===== src/hw/rtl/u16u8_pkg.sv =====
// Shared types, constants and the UTF-8 byte encoder for the UTF-16 to UTF-8 block.
// No dependencies; every module of the block imports this package.
package u16u8_pkg;

	localparam logic [15:0] HI_MIN = 16'hD800;
	localparam logic [15:0] HI_MAX = 16'hDBFF;
	localparam logic [15:0] LO_MIN = 16'hDC00;
	localparam logic [15:0] LO_MAX = 16'hDFFF;
	localparam logic [20:0] SUPP_BASE = 21'h10000;
	localparam logic [5:0] HI_PREFIX = 6'b110110;

	localparam int QUEUE_DEPTH = 2;

	localparam logic [2:0] ADDR_STRICT = 3'd0;

	typedef enum logic [1:0] {
		ST_OK        = 2'd0,
		ST_EXHAUSTED = 2'd1,
		ST_ILLEGAL   = 2'd2
	} status_e;

	// Work for the back end: up to two code points, then an optional status result.
	typedef struct packed {
		logic [20:0] cp_a;
		logic [2:0]  a_cnt;
		logic [15:0] cp_b;
		logic [1:0]  b_cnt;
		logic        stat_en;
		status_e     stat;
		logic        str_last;
	} job_t;

	// Byte idx of the len-byte UTF-8 form of cp.
	function automatic logic [7:0] utf8_byte(logic [20:0] cp, logic [2:0] len, logic [2:0] idx);
		logic [7:0] b;
		b = {2'b10, cp[5:0]};
		case (len)
			3'd1: b = {1'b0, cp[6:0]};
			3'd2: b = (idx == 3'd0) ? {3'b110, cp[10:6]} : {2'b10, cp[5:0]};
			3'd3: begin
				case (idx)
					3'd0: b = {4'b1110, cp[15:12]};
					3'd1: b = {2'b10, cp[11:6]};
					default: b = {2'b10, cp[5:0]};
				endcase
			end
			3'd4: begin
				case (idx)
					3'd0: b = {5'b11110, cp[20:18]};
					3'd1: b = {2'b10, cp[17:12]};
					3'd2: b = {2'b10, cp[11:6]};
					default: b = {2'b10, cp[5:0]};
				endcase
			end
			default: b = {2'b10, cp[5:0]};
		endcase
		return b;
	endfunction

endpackage


===== src/hw/rtl/utf16_to_utf8_encoder_top.sv =====
// UTF-16 to UTF-8 encoder: one code unit in per transfer, one UTF-8 byte or status out per transfer.
// After the unit is accepted, its first result passes through the queue, then the output register.
// The back end emits one result per cycle while out_ready does not stall it; a unit yields 1 to 6
// results by its job; units with no result push no job. Input runs ahead by the queue depth.
// Reset clears surrogate/discard state, the queue, the output register and strict_mode.
// Depends on u16u8_pkg, u16u8_front, u16u8_queue, u16u8_back.
module utf16_to_utf8_encoder_top import u16u8_pkg::*; #(
	parameter int QueueDepth = QUEUE_DEPTH
) (
	input  logic        clk,
	input  logic        arst_n,
	input  logic        psel,
	input  logic        penable,
	input  logic        pwrite,
	input  logic [2:0]  paddr,
	input  logic [31:0] pwdata,
	output logic [31:0] prdata,
	output logic        pready,
	input  logic        in_valid,
	output logic        in_ready,
	input  logic [15:0] code_unit,
	input  logic        last_unit,
	output logic        out_valid,
	input  logic        out_ready,
	output logic [7:0]  out_byte,
	output logic        byte_valid,
	output logic        run_last,
	output logic        string_last,
	output logic [1:0]  status
);

	logic strict_q;
	logic fire;
	logic push;
	logic pop;
	logic full;
	logic head_valid;
	job_t wr_job;
	job_t head_job;

	assign pready = 1'b1;
	assign prdata = (paddr == ADDR_STRICT) ? {31'b0, strict_q} : 32'b0;

	always_ff @(posedge clk or negedge arst_n) begin
		if (!arst_n) begin
			strict_q <= 1'b0;
		end else if (psel && penable && pwrite && (paddr == ADDR_STRICT)) begin
			strict_q <= pwdata[0];
		end
	end

	assign in_ready = !full;
	assign fire     = in_valid && in_ready;

	u16u8_front u_front (
		.clk         (clk),
		.arst_n      (arst_n),
		.strict_mode (strict_q),
		.fire        (fire),
		.code_unit   (code_unit),
		.last_unit   (last_unit),
		.push        (push),
		.job         (wr_job)
	);

	u16u8_queue #(
		.Depth (QueueDepth)
	) u_queue (
		.clk        (clk),
		.arst_n     (arst_n),
		.push       (push),
		.wr_job     (wr_job),
		.pop        (pop),
		.full       (full),
		.head_valid (head_valid),
		.head_job   (head_job)
	);

	u16u8_back u_back (
		.clk         (clk),
		.arst_n      (arst_n),
		.head_valid  (head_valid),
		.head_job    (head_job),
		.pop         (pop),
		.out_valid   (out_valid),
		.out_ready   (out_ready),
		.out_byte    (out_byte),
		.byte_valid  (byte_valid),
		.run_last    (run_last),
		.string_last (string_last),
		.status      (status)
	);

endmodule


===== src/hw/rtl/u16u8_front.sv =====
// Front end: accepts code units, tracks surrogate pairing and discard state,
// and turns each unit with a result into a job for the back end. Depends on u16u8_pkg.
module u16u8_front import u16u8_pkg::*; (
	input  logic        clk,
	input  logic        arst_n,
	input  logic        strict_mode,
	input  logic        fire,
	input  logic [15:0] code_unit,
	input  logic        last_unit,
	output logic        push,
	output job_t        job
);

	logic       pend_q, pend_d;
	logic [9:0] hb_q, hb_d;
	logic       disc_q, disc_d;

	always_ff @(posedge clk or negedge arst_n) begin
		if (!arst_n) begin
			pend_q <= 1'b0;
			hb_q   <= '0;
			disc_q <= 1'b0;
		end else begin
			pend_q <= pend_d;
			hb_q   <= hb_d;
			disc_q <= disc_d;
		end
	end

	always_comb begin
		logic is_high;
		logic is_low;
		logic done;
		logic err;
		is_high = code_unit inside {[HI_MIN:HI_MAX]};
		is_low  = code_unit inside {[LO_MIN:LO_MAX]};
		done    = 1'b0;
		err     = 1'b0;
		pend_d  = pend_q;
		hb_d    = hb_q;
		disc_d  = disc_q;
		job     = '0;
		job.stat = ST_OK;
		push    = 1'b0;
		if (fire) begin
			if (disc_q) begin
				if (last_unit) begin
					disc_d = 1'b0;
				end
			end else begin
				if (pend_q) begin
					pend_d = 1'b0;
					if (is_low) begin
						job.cp_a  = {1'b0, hb_q, code_unit[9:0]} + SUPP_BASE;
						job.a_cnt = 3'd4;
						done = 1'b1;
					end else if (strict_mode) begin
						job.stat_en = 1'b1;
						job.stat    = ST_ILLEGAL;
						err  = 1'b1;
						done = 1'b1;
					end else begin
						job.cp_a  = {5'b0, HI_PREFIX, hb_q};
						job.a_cnt = 3'd3;
					end
				end
				if (!done) begin
					if (is_high) begin
						if (last_unit) begin
							job.stat_en = 1'b1;
							job.stat    = ST_EXHAUSTED;
						end else begin
							pend_d = 1'b1;
							hb_d   = code_unit[9:0];
						end
					end else if (is_low && strict_mode) begin
						job.stat_en = 1'b1;
						job.stat    = ST_ILLEGAL;
						err = 1'b1;
					end else begin
						job.cp_b = code_unit;
						if (code_unit < 16'h0080) begin
							job.b_cnt = 2'd1;
						end else if (code_unit < 16'h0800) begin
							job.b_cnt = 2'd2;
						end else begin
							job.b_cnt = 2'd3;
						end
					end
				end
				job.str_last = last_unit || err;
				push = (job.a_cnt != 3'd0) || (job.b_cnt != 2'd0) || job.stat_en;
				if (err && !last_unit) begin
					disc_d = 1'b1;
				end
			end
		end
	end

endmodule


===== src/hw/rtl/u16u8_queue.sv =====
// Job queue between front and back end, a small register FIFO.
// Depends on u16u8_pkg for the job type.
module u16u8_queue import u16u8_pkg::*; #(
	parameter int Depth = QUEUE_DEPTH
) (
	input  logic clk,
	input  logic arst_n,
	input  logic push,
	input  job_t wr_job,
	input  logic pop,
	output logic full,
	output logic head_valid,
	output job_t head_job
);

	localparam int PtrW = (Depth > 1) ? $clog2(Depth) : 1;
	localparam int CntW = $clog2(Depth + 1);
	localparam logic [PtrW-1:0] PtrLast = PtrW'(Depth - 1);
	localparam logic [CntW-1:0] CntFull = CntW'(Depth);

	job_t            mem_q [Depth];
	logic [PtrW-1:0] wr_ptr_q, rd_ptr_q;
	logic [CntW-1:0] cnt_q;

	assign full       = (cnt_q == CntFull);
	assign head_valid = (cnt_q != '0);
	assign head_job   = mem_q[rd_ptr_q];

	always_ff @(posedge clk) begin
		if (push) begin
			mem_q[wr_ptr_q] <= wr_job;
		end
	end

	always_ff @(posedge clk or negedge arst_n) begin
		if (!arst_n) begin
			wr_ptr_q <= '0;
			rd_ptr_q <= '0;
			cnt_q    <= '0;
		end else begin
			if (push) begin
				wr_ptr_q <= (wr_ptr_q == PtrLast) ? '0 : wr_ptr_q + 1'b1;
			end
			if (pop) begin
				rd_ptr_q <= (rd_ptr_q == PtrLast) ? '0 : rd_ptr_q + 1'b1;
			end
			if (push && !pop) begin
				cnt_q <= cnt_q + 1'b1;
			end else if (pop && !push) begin
				cnt_q <= cnt_q - 1'b1;
			end
		end
	end

endmodule


===== src/hw/rtl/u16u8_back.sv =====
// Back end: walks the head job one result per cycle, while the output is not stalled, into the output register.
// Depends on u16u8_pkg for the job type and the byte encoder.
module u16u8_back import u16u8_pkg::*; (
	input  logic       clk,
	input  logic       arst_n,
	input  logic       head_valid,
	input  job_t       head_job,
	output logic       pop,
	output logic       out_valid,
	input  logic       out_ready,
	output logic [7:0] out_byte,
	output logic       byte_valid,
	output logic       run_last,
	output logic       string_last,
	output logic [1:0] status
);

	logic [2:0] k_q;
	logic       ov_q;
	logic [7:0] byte_q;
	logic       bv_q, rl_q, sl_q;
	logic [1:0] st_q;

	logic [2:0] n_res;
	logic [2:0] b_end;
	logic [2:0] b_idx;
	logic       is_last;
	logic       load;
	logic [7:0] byte_d;
	logic       bv_d;
	logic [1:0] st_d;

	assign b_end   = head_job.a_cnt + {1'b0, head_job.b_cnt};
	assign n_res   = b_end + {2'b0, head_job.stat_en};
	assign b_idx   = k_q - head_job.a_cnt;
	assign is_last = (k_q == n_res - 3'd1);
	assign load    = head_valid && (!ov_q || out_ready);
	assign pop     = load && is_last;

	always_comb begin
		byte_d = '0;
		bv_d   = 1'b0;
		st_d   = ST_OK;
		if (k_q < head_job.a_cnt) begin
			byte_d = utf8_byte(head_job.cp_a, head_job.a_cnt, k_q);
			bv_d   = 1'b1;
		end else if (k_q < b_end) begin
			byte_d = utf8_byte({5'b0, head_job.cp_b}, {1'b0, head_job.b_cnt}, b_idx);
			bv_d   = 1'b1;
		end else begin
			st_d = head_job.stat;
		end
	end

	always_ff @(posedge clk or negedge arst_n) begin
		if (!arst_n) begin
			k_q  <= '0;
			ov_q <= 1'b0;
		end else begin
			if (load) begin
				ov_q <= 1'b1;
			end else if (out_ready) begin
				ov_q <= 1'b0;
			end
			if (pop) begin
				k_q <= '0;
			end else if (load) begin
				k_q <= k_q + 3'd1;
			end
		end
	end

	// Payload of the output register; hold while the consumer stalls.
	always_ff @(posedge clk) begin
		if (load) begin
			byte_q <= byte_d;
			bv_q   <= bv_d;
			rl_q   <= is_last;
			sl_q   <= is_last && head_job.str_last;
			st_q   <= st_d;
		end
	end

	assign out_valid   = ov_q;
	assign out_byte    = byte_q;
	assign byte_valid  = bv_q;
	assign run_last    = rl_q;
	assign string_last = sl_q;
	assign status      = st_q;

endmodule

===== config.mk =====
export PLATFORM = sky130hd
export DESIGN_NAME = utf16_to_utf8_encoder_top
export DESIGN_NICKNAME = d
export VERILOG_FILES = /design/src/hw/rtl/u16u8_pkg.sv /design/src/hw/rtl/utf16_to_utf8_encoder_top.sv /design/src/hw/rtl/u16u8_front.sv /design/src/hw/rtl/u16u8_queue.sv /design/src/hw/rtl/u16u8_back.sv
export SDC_FILE = /design/constraint.sdc
export NUM_CORES = 1
export LEC_CHECK = 0
export BUFFER_PORTS_ARGS = -buffer_cell sky130_fd_sc_hd__buf_2
export CORE_MARGIN = 2
export CORE_UTILIZATION = 25
export CTS_BUF_LIST = sky130_fd_sc_hd__clkbuf_16
export DETAILED_ROUTE_END_ITERATION = 8
export SYNTH_ARGS = -nofsm -noshare
export SYNTH_HDL_FRONTEND = slang
export SYNTH_SLANG_ARGS = --single-unit

===== constraint.sdc =====
create_clock -name clk -period 5.1 [get_ports clk]
set_input_delay 0 -clock clk [delete_from_list [all_inputs] [get_ports clk]]
set_output_delay 0 -clock clk [all_outputs]
set_load 0.02 [all_outputs]

# Word level (Yosys, flattened, before mapping)
# Memories as Yosys holds them, arrays and structs flattened.
# Index checks and enable logic that the tools add are counted.
# classes
add_sub_neg	10
mul	0
div_mod_pow	0
order_cmp	8
eq_ne	12
shifts	0
muxes	60
bitwise	3
n_reduce_logical	34
# op_table
operator	n
two-way mux 24 bit	4
two-way mux 46 bit	2
two-way mux 21 bit	3
two-way mux 18 bit	2
>= comparator 16 bit (second input constant)	2
<= comparator 16 bit (second input constant)	2
one-hot mux 8 bit (4 select lines)	1
two-way mux 1 bit	28
one-hot mux 7 bit (2 select lines)	2
two-way mux 3 bit	8
one-hot mux 8 bit (3 select lines)	1
adder 20 x 17 -> 21 bit (second input constant)	1
one-hot mux 7 bit (3 select lines)	1
two-way mux 19 bit	1
< comparator 16 x 12 -> 1 bit (second input constant)	1
< comparator 16 x 8 -> 1 bit (second input constant)	1
two-way mux 8 bit	2
two-way mux 7 bit	2
logical AND 1 bit	13
nonzero test 2 bit	5
== test 3 x 1 -> 1 bit (second input constant)	3
== test 3 x 2 -> 1 bit (second input constant)	3
zero test 3 bit	3
== test 2 bit (second input constant)	3
20 further kinds	33
# word_totals
regBits	34
latch_bits	0
mem_bits_rw	92
romBits	0
input_bits	59
out_inout_bits	48
wordCells	142
n_memories	1
# mem_list
memory	depth	word_bits	rd	rd_ports_with_merged_regs	wr	line_no	source
u_queue.mem_q	2	46	1	0	1	u16u8_queue.sv:21	job_t mem_q [Depth];

# Logic depth before layout (Yosys ltp)
# Gate-level depths: netlist of run 1.
# logic_depth
ltp_word	18
ltp_mapped	20
ltp_nobuf	15

# Hierarchy
# A second synthesis of run 1 with hierarchy kept.
# unflattened
cells_unflattened	530
hier_area_um2	6807.8
# modules_own_cells
mod	n_inst	cells_per_inst	area_each_um2	seq_area_each_um2
u16u8_queue	1	159	3632.2	2862.7
u16u8_back	1	185	1720.4	490.5
u16u8_front	1	145	1137.3	300.3
utf16_to_utf8_encoder_top	1	41	317.8	25.0

# Worst setup path after synthesis of run 1
# Ideal clock, no wire load.
# synth_timing
kind	reg2reg
from	register u_queue.rd_ptr_q
to	register u_queue.cnt_q[1]
setup_time_ns	0.079
arrival_time_ns	3.856
required_time_ns	5.021
setup_slack_ns	1.165
stages_incl_launch_ff	20
n_path_buf	5
synth_period_minus_slack_ns	3.935
path_cell_list	dfrtp_1 > buf_6 > buf_6 > buf_6 > buf_4 > buf_6 > mux2i_1 > inv_1 > ha_1 > fa_1 > inv_1 > ha_1 > xor2_1 > xnor3_1 > or3_4 > clkinv_2 > nand2_4 > ha_1 > nor2_1 > xor2_1
# synth_via
elab_chain_cells	9
word_cells_on_any_way	11
cone_classes	add/sub (3); eq/ne (1); mux (1); reduce/logical (5); memory (1)
# synth_lines
element	line_no	source
start, declared	u16u8_queue.sv:22	logic [PtrW-1:0] wr_ptr_q, rd_ptr_q;
start signal, assigned	u16u8_queue.sv:45	rd_ptr_q <= (rd_ptr_q == PtrLast) ? '0 : rd_ptr_q + 1'b1;
memory (2 x 46 bit) *	--	
adder 3 x 2 -> 3 bit	u16u8_back.sv:33	assign b_end = head_job.a_cnt + {1'b0, head_job.b_cnt};
adder 3 x 1 -> 3 bit *	u16u8_back.sv:34	assign n_res = b_end + {2'b0, head_job.stat_en};
subtractor 3 x 1 -> 3 bit *	u16u8_back.sv:36	assign is_last = (k_q == n_res - 3'd1);
== test 3 bit *	u16u8_back.sv:36	
net u_back.is_last	u16u8_back.sv:27	logic is_last;
logical AND 1 bit *	u16u8_back.sv:38	assign pop = load && is_last;
zero test 1 bit	u16u8_queue.sv:47	if (push && !pop) begin
logical AND 1 bit	u16u8_queue.sv:47	
two-way mux 2 bit / nonzero test 2 bit (equally long branches)	--	
end signal, assigned	u16u8_queue.sv:48	cnt_q <= cnt_q + 1'b1;
end signal, assigned	u16u8_queue.sv:50	cnt_q <= cnt_q - 1'b1;
end, declared	u16u8_queue.sv:23	logic [CntW-1:0] cnt_q;
# Mark *: on every way through the listed nets, which the timed path passes. The rest lies on a longest branch.
# A chain may end at the register's enable or synchronous reset.

# Worst setup path after layout of run 1
# Ends and elaborated chain as after synthesis.

==> results.ini, run 1 <==
[power_and_ir_drop]
cellPowerDensity_nw_per_um2=630
combPwrFrac_pct=41.8
p_sw_share_pct=37.5
peakVddDrop_mv=0.267
p_sw_uw=1770
power.internal_uw=2950
total_power_uw=4720
seqPwrFrac_pct=34.3
clockPowerShare_pct=23.9
leakage_uw=0.00292

[drt]
vias=3970
ant_nets=0
firstDrtPassIters=5
wirelength_mm=13.7
drtIter0Drc=260
drc=0
avgViaCountPerCell=4.46
wl_per_cell_um=15.4

[cts]
clk_pin_slew_ps=60
cts_num_sinks=124
root_buffer=clkbuf_16
numCtsBuffers=17
cts_tree=built
clk_latency_ps=410
h-tree-depth=4
clockBufferDepth=2

[grt]
grt-ovfl-total=0
track_usage_pct=10.7
grt_pass1_wl_mm=21.5
grt_max_degree=46
grt.met3_usage_pct=2.39
grt-busiest-layer=met2
gr-usage-met2_pct=18.1
antenna_found_initial=0
grtUsageMet1_pct=13.3
grt_pass1_vias=3866

[die]
rows=58
start_util_pct=25.3
core-area_sq_um=25000
dieArea_sq_um=26700
die_w_um=163
die_y_um=163
io-pin-count=107

[sta]
rsz0062_at_grt=false
fin_crit_sh_pct=77.1
max_freq_mhz=254
slew_headroom_pct=33.4
min_period_ps=3930
drv_slew=0
fin_setup_tns_ps=0
worst_slew_pin_slew_ps=995
setup_viol=0
fin_skew_ps=13.4
final_hold_viol_count=0

[yosys]
avgSynthCellArea_sq_um=13.1
synth_compound_area_share_pct=10.5
synthXorXnorAreaFrac_pct=2.41
ys_seq_elements=124
synth_area_sq_um=6340
synthSimpleGateAreaFrac_pct=9.63
synthMuxAreaShare_pct=9.78
synth_warnings=0
synth_top_family_by_area=compound AO/OA/AOI/OAI gates
synthFlopType=edfxtp_1
synth_cell_type_count=67
synth_fa_ha_area_share_pct=3.79
async_reset_ff_share_pct=16.9
synth_edf_count=103
netlist_instances=486
synth-seq-area-share_pct=57.1

[critical_path]
endpoint_kind=flip-flop
cp-start-kind=flip-flop
critPathKind=reg -> reg
worstPathArrival_ps=4270
critPathMaxFanout=11
worstPathRequired_ps=5440

[cells_and_area]
antenna_cells=0
nets=625
syn_to_final_growth_pct=18.2
layout-drive-gt1-share_pct=20.7

[worst_hold_path]
hold_class=in -> reg

[outcome]
status=completed

[run]
cap_violations=0

[place]
hpwlAfterDp_mm=9.80
port_buffers=43
globalplace.congestion=0.836

[critical path: stages, from the launching register on]
cell	delay, ps
dfrtp_2	550
mux2i_1	480
inv_1	250
ha_1	270
fa_1	470
inv_1	60
ha_1	200
xor2_1	150
xnor3_1	230
or3_4	370
clkinv_2	90
nand2_4	60
ha_1	250
xor2_1	140
nor2_1	120
xor2_1	140
[what timing repair did]
item | 4_1_cts | 5_1_grt
hold buffers | 19 | 0
buffers inserted | 0 | 0
hold endpoints to repair | 72 | 0
resized for setup | 0 | 0
[per-layer routing]
metal	share of wire [%]	up-vias
met2	50	103
met3	4.3	13
met4	1.3	0
met5	0	-
met1	44	1947
li1	-	1907
[worst paths after layout]
kind	startpoint	to	slack, ps	cells after the start
worst max-delay path	u_queue.rd_ptr_q	u_queue.cnt_q[1]	1170	15
worst min-delay path	last_unit	u_queue.mem_q[0][1]	20	3
worst max register to register	u_queue.rd_ptr_q	u_queue.cnt_q[1]	1170	15
worst min register to register	u_queue.cnt_q[1]	u_queue.cnt_q[1]	510	1
max in group asynchronous	arst_n	u_queue.rd_ptr_q	4560	2
min in group asynchronous	arst_n	u_front.hb_q[1]	120	2
[flip-flops by register name, summed over array words and instances (netlist names)]
signal / count
strict_q: 1
u_back.byte_valid: 1
u_back.k_q: 3
u_back.out_byte: 8
u_back.out_valid: 1
u_back.run_last: 1
u_back.status: 2
u_back.string_last: 1
u_front.disc_q: 1
u_front.hb_q: 10
u_front.pend_q: 1
u_queue.cnt_q: 2
u_queue.mem_q: 90
u_queue.rd_ptr_q: 1
u_queue.wr_ptr_q: 1
[cell families (layout without fill, tap and decap cells)]
group | after synthesis | in the layout
other | 2 | 32
buffers and inverters | 68 | 113
adders and majority gates | 18 | 18
DFF | 124 | 124
and+or+nand+nor | 111 | 111
xor gates and xnor gates | 15 | 15
muxes | 56 | 56
AOI/OAI and AO/OA | 92 | 92
[layout by cell type (no fill, tap or decap), types with 6 or more instances in the layout]
cell type      count
nand2_1           16
o21ai_0           15
nand3_1            8
buf_2             43
o22ai_1           10
a221oi_1           6
clkbuf_16         17
a21oi_1            8
xnor2_1            7
xor2_1             6
edfxtp_1         103
conb_1            32
inv_1             16
dfrtp_1           20
mux2i_1           26
dlygate4sd3_1     19
nor2_1            26
and2_1            19
a22o_1            12
nand2b_1           7
ha_1              16
nor3_1             8
mux2_2            28
[stage by stage]
stage / instance area (sq um) / util, % / worst slack (ps) / std cells / hold slack, ps
finish: 7500 / 30.0 / 1170 / 891 / 15.7
global route: 7500 / 30.0 / 845 / 891 / 20.3
CTS: 7500 / 30.0 / 1140 / 891 / 0.188
detailed placement: 6750 / 27.0 / 1160 / 840 / 42.6
global placement: 6750 / 27.0 / 1180 / 840 / 35.6
floorplan: 6450 / - / 1170 / 516 / -296
[layout make-up]
cell class,count,area (sq um)
inverter,16,61.3
timing repair buffer,65,428
clock buffer,17,425
multi-input combinational,324,2420
fill,2549,17500
clock inverter,15,134
sequential,124,3620
tap,330,413
[power groups by stage]
stage | Sequential, uW | Clock (uW) | Combinational (uW)
6_report | 1620 | 1130 | 1970
3_3_place_gp | 1640 | 0 | 1940
4_1_cts | 1630 | 1150 | 1990
3_5_place_dp | 1640 | 0 | 1960
2_1_floorplan | 1640 | 0 | 1490
5_1_grt | 1660 | 1200 | 2190
[Yosys cell counts (12+ instances only)]
cell | n | area share, %
a22o_1 | 12 | 1.7
and2_1 | 20 | 2.0
buf_4 | 37 | 4.4
dfrtp_1 | 21 | 8.3
edfxtp_1 | 103 | 49
ha_1 | 16 | 3.2
inv_1 | 14 | 0.83
mux2_2 | 28 | 5.0
mux2i_1 | 26 | 4.1
nand2_1 | 16 | 0.95
nor2_1 | 27 | 1.6
o21ai_0 | 15 | 1.2
No activity file was read; power rests on OpenSTA's default activity.
==> inputs of run 2 (changes only) <==
==> constraint.sdc (replaced) <==
create_clock -name clk -period 3.4 [get_ports clk]
set_input_delay 0 -clock clk [delete_from_list [all_inputs] [get_ports clk]]
set_output_delay 0 -clock clk [all_outputs]
set_load 0.02 [all_outputs]
==> run 2 against run 1 <==
Against the previous run:
- utilization is 1.1 points higher
- largest power group unchanged
- clock power is 58% higher
- critical path depth stayed put
- global-route usage is 0.19 points higher
- clock skew is 4.9 ps lower
- combinational power is 69% higher
- largest cell class unchanged
==> results.ini, run 2 (synthesis results as in run 1) <==
[die]
start_util_pct=25.3  ; unchanged
core-area_sq_um=25000  ; unchanged
rows=58  ; unchanged
dieArea_sq_um=26700  ; unchanged
io-pin-count=107  ; unchanged
die_y_um=163  ; unchanged
die_w_um=163  ; unchanged

[drt]
drc=0  ; unchanged
drtIter0Drc=368  ; +42%
avgViaCountPerCell=4.52  ; +1.4%
firstDrtPassIters=5  ; unchanged
vias=4119  ; +3.8%
wl_per_cell_um=15.8  ; +2.4%
ant_nets=0  ; unchanged
wirelength_mm=14.4  ; +4.8%

[cts]
root_buffer=clkbuf_16
clk_pin_slew_ps=60  ; about the same
h-tree-depth=4  ; unchanged
cts_num_sinks=124  ; unchanged
clk_latency_ps=420  ; about the same
cts_tree=built
clockBufferDepth=2  ; unchanged
numCtsBuffers=17  ; unchanged
post_cts_buffers=0  ; unchanged

[cells_and_area]
multi_input_area_sq_um=2470  ; +2.1%
fillers=2503  ; -1.8%
mostFrequentLayoutCell=edfxtp_1
final-seq-area_sq_um=3620  ; unchanged
regMostFlops=u_queue.mem_q
nets=646  ; +3.4%
antenna_cells=0  ; unchanged
largest_reg_flops=90  ; unchanged
syn_to_final_growth_pct=22.6
layout_common_cells=103 x edfxtp_1, 43 x buf_2, 32 x conb_1
layout-drive-gt1-share_pct=25.3  ; +4.6 points
fin_cells=912  ; +2.4%

[critical_path]
worstPathRequired_ps=3740  ; -1700 ps
endpoint_kind=flip-flop
critPathMaxStageDelay_ps=450  ; -100 ps
cp_slowest_cell=dfrtp_2
crit_chain=mux2i_4, inv_4, ha_4, fa_1, inv_1, ha_2, xor2_1, xnor3_1, or3_4, clkinv_4, nand2_4, ha_4, xor2_1, nor2_1, xor2_1
critPathMaxFanout=5  ; -6
critPathKind=reg -> reg
worstPathArrival_ps=3560  ; -710 ps
crit_top_cell=xor2_1
cp-start-kind=flip-flop

[grt]
grt-busiest-layer=met2
grt_pass1_wl_mm=21.5  ; +0.35%
grt_pass1_vias=3903  ; +0.96%
grtUsageMet1_pct=14.5  ; +1.1 points
grt_max_degree=39  ; -15%
track_usage_pct=10.9  ; +0.19 points
grt.met3_usage_pct=2.41  ; +0.025 points
grt-ovfl-total=0  ; unchanged
antenna_found_initial=0  ; unchanged
gr-usage-met2_pct=17.1  ; -1.1 points

[power_and_ir_drop]
cellPowerDensity_nw_per_um2=964  ; +53%
peakVddDrop_mv=0.358  ; +34%
leakage_uw=0.00304  ; +4.0%

[outcome]
status=completed

[place]
globalplace.congestion=0.850  ; +1.7%
dp_cells=858  ; +2.1%
hpwlAfterDp_mm=10.1  ; +3.5%
pre_cts_ws_ps=114  ; -1050 ps
port_buffers=43  ; unchanged

[sta]
finalWorstSetupSlack_ps=175  ; -993 ps
worst_slew_pin_slew_ps=870  ; -125 ps
final_hold_viol_count=0  ; unchanged
min_period_ps=3220  ; -707 ps
slew_headroom_pct=41.8  ; +8.3 points
drv_slew=0  ; unchanged
fin_crit_sh_pct=94.9  ; +18 points
fin_skew_ps=8.45  ; -4.94 ps
rsz0062_at_grt=false
max_freq_mhz=310  ; +22%
setup_viol=0  ; unchanged

[worst_hold_path]
hold_class=in -> reg

[run]
cap_violations=0  ; unchanged

-- run 2: cell types whose count changed in the layout (fill, tap and decap cells not counted), moves of 3 or more --
cell           change
inv_6              +3
dlygate4sd3_1      +3
clkinv_1           -3
clkinv_4           +4
inv_1              -4
buf_4             +16
ha_1               -3
-- run 2: worst max-delay path: cells and delay by family (launching register included) --
kind / cells / cell delay (ps)
simple gates: 3 / 570
fa+ha+maj: 4 / 910
buf+inv: 3 / 250
flops: 1 / 450
mux: 1 / 290
xor+xnor: 4 / 670
-- run 2: layout make-up --
type                    count  area share [%]
inverters                  16           0.869
flip-flops and latches    124            46.5
clock inverters            15            2.14
repair buffers             86            7.95
clock buffers              17            5.47
multi-input cells         324            31.7
well taps                 330            5.31
-- run 2: layer usage --
layer | vias to the layer above | part of all wire (%)
met5 | - | 0
met4 | 0 | 2.0
met3 | 20 | 4.7
met2 | 125 | 48
met1 | 2033 | 46
li1 | 1941 | -
-- run 2: metrics by stage --
| step | area, sq um | hold WS, ps | TNS [ps] | power (uW) | util [%] |
|---|---|---|---|---|---|
| floorplan | 6530 | -296 | -405 | 4820 | - |
| global placement | 6960 | 58.7 | 0 | 5660 | 27.8 |
| detailed placement | 6960 | 47.3 | 0 | 5680 | 27.8 |
| CTS | 7770 | 32.9 | 0 | 7510 | 31.0 |
| global route | 7780 | 42.8 | 0 | 7930 | 31.1 |
| finish | 7780 | 55.7 | 0 | 7500 | 31.1 |
-- run 2: what timing repair did --
| action | in CTS | in global routing |
|---|---|---|
| endpoints found under the setup margin | 0 | 1 |
| resized for setup | 0 | 3 |
| hold buffers | 22 | 0 |
| endpoints found under the hold margin | 80 | 0 |
-- run 2: worst paths after layout --
| path | cells after the start | end | slack [ps] | from |
|---|---|---|---|---|
| worst min register to register | 1 | u_queue.cnt_q[1] | 520 | u_queue.cnt_q[1] |
| worst min-delay path | 2 | u_queue.mem_q[0][16] | 60 | code_unit[10] |
| min in group asynchronous | 2 | u_back.k_q[2] | 140 | arst_n |
| worst max-delay path | 15 | u_queue.cnt_q[1] | 180 | u_queue.rd_ptr_q |
| worst max register to register | 15 | u_queue.cnt_q[1] | 180 | u_queue.rd_ptr_q |
| max in group asynchronous | 2 | u_queue.rd_ptr_q | 2800 | arst_n |
-- run 2: power breakdown --
group / switching (uW) / internal (uW)
Combinational: 1950 / 1370
Clock: 700 / 1090
Sequential: 183 / 2200
==> inputs of run 3 (changes only) <==
--- a/config.mk
+++ b/config.mk
@@ -5,11 +5,13 @@
 export SDC_FILE = /design/constraint.sdc
 export NUM_CORES = 1
 export LEC_CHECK = 0
+export ABC_AREA = 1
 export BUFFER_PORTS_ARGS = -buffer_cell sky130_fd_sc_hd__buf_2
 export CORE_MARGIN = 2
 export CORE_UTILIZATION = 25
 export CTS_BUF_LIST = sky130_fd_sc_hd__clkbuf_16
 export DETAILED_ROUTE_END_ITERATION = 8
+export GPL_TIMING_DRIVEN = 0
 export SYNTH_ARGS = -nofsm -noshare
 export SYNTH_HDL_FRONTEND = slang
 export SYNTH_SLANG_ARGS = --single-unit
==> constraint.sdc (replaced) <==
create_clock -name clk -period 4 [get_ports clk]
set_input_delay 0 -clock clk [delete_from_list [all_inputs] [get_ports clk]]
set_output_delay 0 -clock clk [all_outputs]
set_load 0.02 [all_outputs]
==> run 3 against run 2 <==
Against the previous run:
- die area grew 5.4%
- clock power down 17%
- sequential power is 14% lower
- non-clock buffer count is 28 higher
- utilization up 0.65 points
- wire length is 10% higher
- first-iteration DRC count down 11%
- combinational power fell by 6.3%
- largest power group unchanged
==> results.ini, run 3 <==
[outcome]
status=completed

[cts]
h-tree-depth=4  ; unchanged
clk_pin_slew_ps=60  ; about the same
cts_num_sinks=124  ; unchanged
post_cts_buffers=0  ; unchanged
cts_tree=built
clk_latency_ps=430  ; about the same
clockBufferDepth=2  ; unchanged
root_buffer=clkbuf_16
numCtsBuffers=17  ; unchanged

[cells_and_area]
mostFrequentLayoutCell=nand2_1
layout-drive-gt1-share_pct=19.2  ; -6.1 points
antenna_cells=0  ; unchanged
syn_to_final_growth_pct=24.1
regMostFlops=u_queue.mem_q
nets=940  ; +46%
largest_reg_flops=90  ; unchanged
utilization_pct=31.7  ; +0.65 points
layout_common_cells=269 x nand2_1, 103 x edfxtp_1, 75 x inv_1
fin_cells=1211  ; +33%

[critical_path]
worstPathArrival_ps=4040  ; +480 ps
r2r_end=u_queue.cnt_q[1]
r2r_slack_ps=270  ; +90 ps
cp-start-kind=flip-flop
regToRegStartpoint=u_queue.rd_ptr_q
critPathMaxFanout=10  ; +5
critPathKind=reg -> reg
worstPathRequired_ps=4300  ; +560 ps
ff2ff_path_depth=19  ; +4
endpoint_kind=flip-flop

[die]
start_util_pct=25.5  ; +0.22 points
io-pin-count=107  ; unchanged
core-area_sq_um=26200  ; +4.7%
dieArea_sq_um=28100  ; +5.4%
rows=59  ; +1.7%
die_w_um=168  ; +2.7%
die_y_um=168  ; +2.7%

[drt]
drtIter0Drc=328  ; -11%
ant_nets=0  ; unchanged
firstDrtPassIters=7  ; +2
avgViaCountPerCell=4.19  ; -7.2%
vias=5077  ; +23%
wirelength_mm=15.9  ; +10%
wl_per_cell_um=13.1  ; -17%
drc=0  ; unchanged

[sta]
fin_skew_ps=18.4  ; +9.94 ps
min_period_ps=3730  ; +509 ps
worst_slew_pin_slew_ps=964  ; +93.9 ps
max_freq_mhz=268  ; -14%
slew_headroom_pct=35.7  ; -6.0 points
setup_viol=0  ; unchanged
fin_crit_sh_pct=93.4  ; -1.5 points
drv_slew=0  ; unchanged
final_hold_viol_count=0  ; unchanged

[worst_hold_path]
hold_start=code_unit[10]
hold_class=in -> reg
whs_endpoint=u_queue.mem_q[0][16]
holdPathStages=3  ; +1

[grt]
antenna_found_initial=0  ; unchanged
grt-ovfl-total=0  ; unchanged
grt_max_degree=41  ; +5.1%
grt_pass1_vias=4733  ; +21%
track_usage_pct=11.6  ; +0.77 points
grt_pass1_wl_mm=25.2  ; +17%

[yosys]
synthMuxAreaShare_pct=0.299  ; -9.5 points
netlist_instances=747  ; +54%
synth.top_cell.area_share_pct=46.2  ; -2.6 points
synth_edf_count=103  ; unchanged
synth-seq-area-share_pct=54.0  ; -3.0 points
synth_top_area_cell=edfxtp_1
synthFlopType=edfxtp_1
synthSimpleGateAreaFrac_pct=25.8  ; +16 points
synth_common_cells=269 x nand2_1, 103 x edfxtp_1, 76 x inv_1
synth_cell_type_count=42  ; -37%
synth_warnings=0  ; unchanged
ys_seq_elements=124  ; unchanged
synth_top_family_by_area=simple AND/OR/NAND/NOR gates
synthXorXnorAreaFrac_pct=0.916  ; -1.5 points
synth_fa_ha_area_share_pct=3.59  ; -0.20 points
yosysMostFrequentCell=nand2_1
async_reset_ff_share_pct=16.9  ; unchanged
avgSynthCellArea_sq_um=8.96  ; -31%
synth_area_sq_um=6700  ; +5.6%
ys_top_cells_by_area=edfxtp_1 46%, nand2_1 15%, dfrtp_1 7.8%
synth_compound_area_share_pct=5.34  ; -5.2 points

[place]
globalplace.congestion=0.868  ; +2.1%
port_buffers=43  ; unchanged
hpwlAfterDp_mm=12.0  ; +18%
dp_cells=1157  ; +35%

[run]
cap_violations=0  ; unchanged

[power_and_ir_drop]
cellPowerDensity_nw_per_um2=799  ; -17%
leakage_uw=0.00379  ; +25%
peakVddDrop_mv=0.396  ; +11%

## run 3: changes by cell type after synthesis, moves of 7 or more
cell | before | now
mux2_2 | 28 | 0
nor2_1 | 27 | 64
nand2b_1 | 7 | 0
clkbuf_1 | 10 | 0
o22ai_1 | 10 | 2
a22o_1 | 12 | 0
nand2_1 | 16 | 269
o21ai_2 | 0 | 12
buf_2 | 1 | 8
inv_1 | 14 | 76
nand3_1 | 8 | 47
mux2i_1 | 26 | 2
and2_1 | 20 | 0
## run 3: kinds of logic (layout without fill, tap and decap cells)
logic type	Yosys count	in the layout
other	2	32
AOI/OAI and AO/OA	55	55
DFF	124	124
muxes	2	2
xor gates and xnor gates	7	7
and+or+nand+nor	410	410
adders and majority gates	18	18
buffers and inverters	129	228
## run 3: worst max-delay path, stage by stage (launching register included)
cell	delay [ps]
dfrtp_1	330
buf_4	170
inv_4	70
buf_6	140
buf_2	210
or2_2	310
o21ai_2	120
inv_2	120
ha_1	210
fa_1	470
inv_1	60
ha_1	200
xnor2_1	130
nand3b_1	160
nand2_1	120
nand3_2	130
ha_4	280
a21oi_1	100
o21ai_0	100
xor2_1	150
## run 3: where the power goes
part | switching (uW) | leakage, uW | internal (uW)
combinational | 2100 | 0.00226 | 1000
clock | 579 | 0.000279 | 913
sequential | 137 | 0.00126 | 1900
total | 2820 | 0.00379 | 3820
## run 3: repair_timing
action	4_1_cts	5_1_grt
endpoints found under the hold margin	50	0
hold buffers	22	0
cloned	0	0
pin swaps	0	1
setup endpoints to repair	1	1
resized for setup	3	3
## run 3: worst max-delay path by stage
stage | endpoint | slack (ps) | start | cells after the start
CTS | u_queue.cnt_q[1] | 110 | u_queue.rd_ptr_q | 18
floorplan | u_queue.cnt_q[1] | 370 | u_queue.rd_ptr_q | 18
global placement | u_queue.mem_q[1][42] | -770 | u_queue.cnt_q[0] | 10
detailed placement | u_queue.cnt_q[1] | -240 | u_queue.rd_ptr_q | 16
finish | u_queue.cnt_q[1] | 270 | u_queue.rd_ptr_q | 19
global route | u_queue.cnt_q[1] | -8 | u_queue.rd_ptr_q | 19
## run 3: layout make-up
type	instances	area (sq um)
Fill cell	2750	17900
Sequential cell	124	3620
Multi-Input combinational cell	524	2560
Timing Repair Buffer	67	475
Clock buffer	17	425
Tap cell	335	419
Buffer	47	352
Inverter	82	310
Clock inverter	15	149
## run 3: per-stage QoR
stage                     cell area [sq um]  setup TNS [ps]  hold WS (ps)  setup WS (ps)  power (uW)
final                                  8310               0          29.9            266        6640
after global routing                   8310           -8.01          54.9          -8.01        7160
after CTS                              8290               0          18.2            109        6620
after detailed placement               7490            -238          27.5           -238        5100
after global placement                 7440          -34770          29.8           -772        5050
after floorplan                        6810               0          -296            369        4240
## run 3: metal layers
layer	GRT usage [%]	share of wire [%]	wire length [um]	vias up
met4	4.76	1.9	299	0
met5	0	0	0	-
met1	16.1	50	7870	2326
li1	-	-	-	2600
met2	18.0	44	6990	136
met3	2.22	4.5	712	15
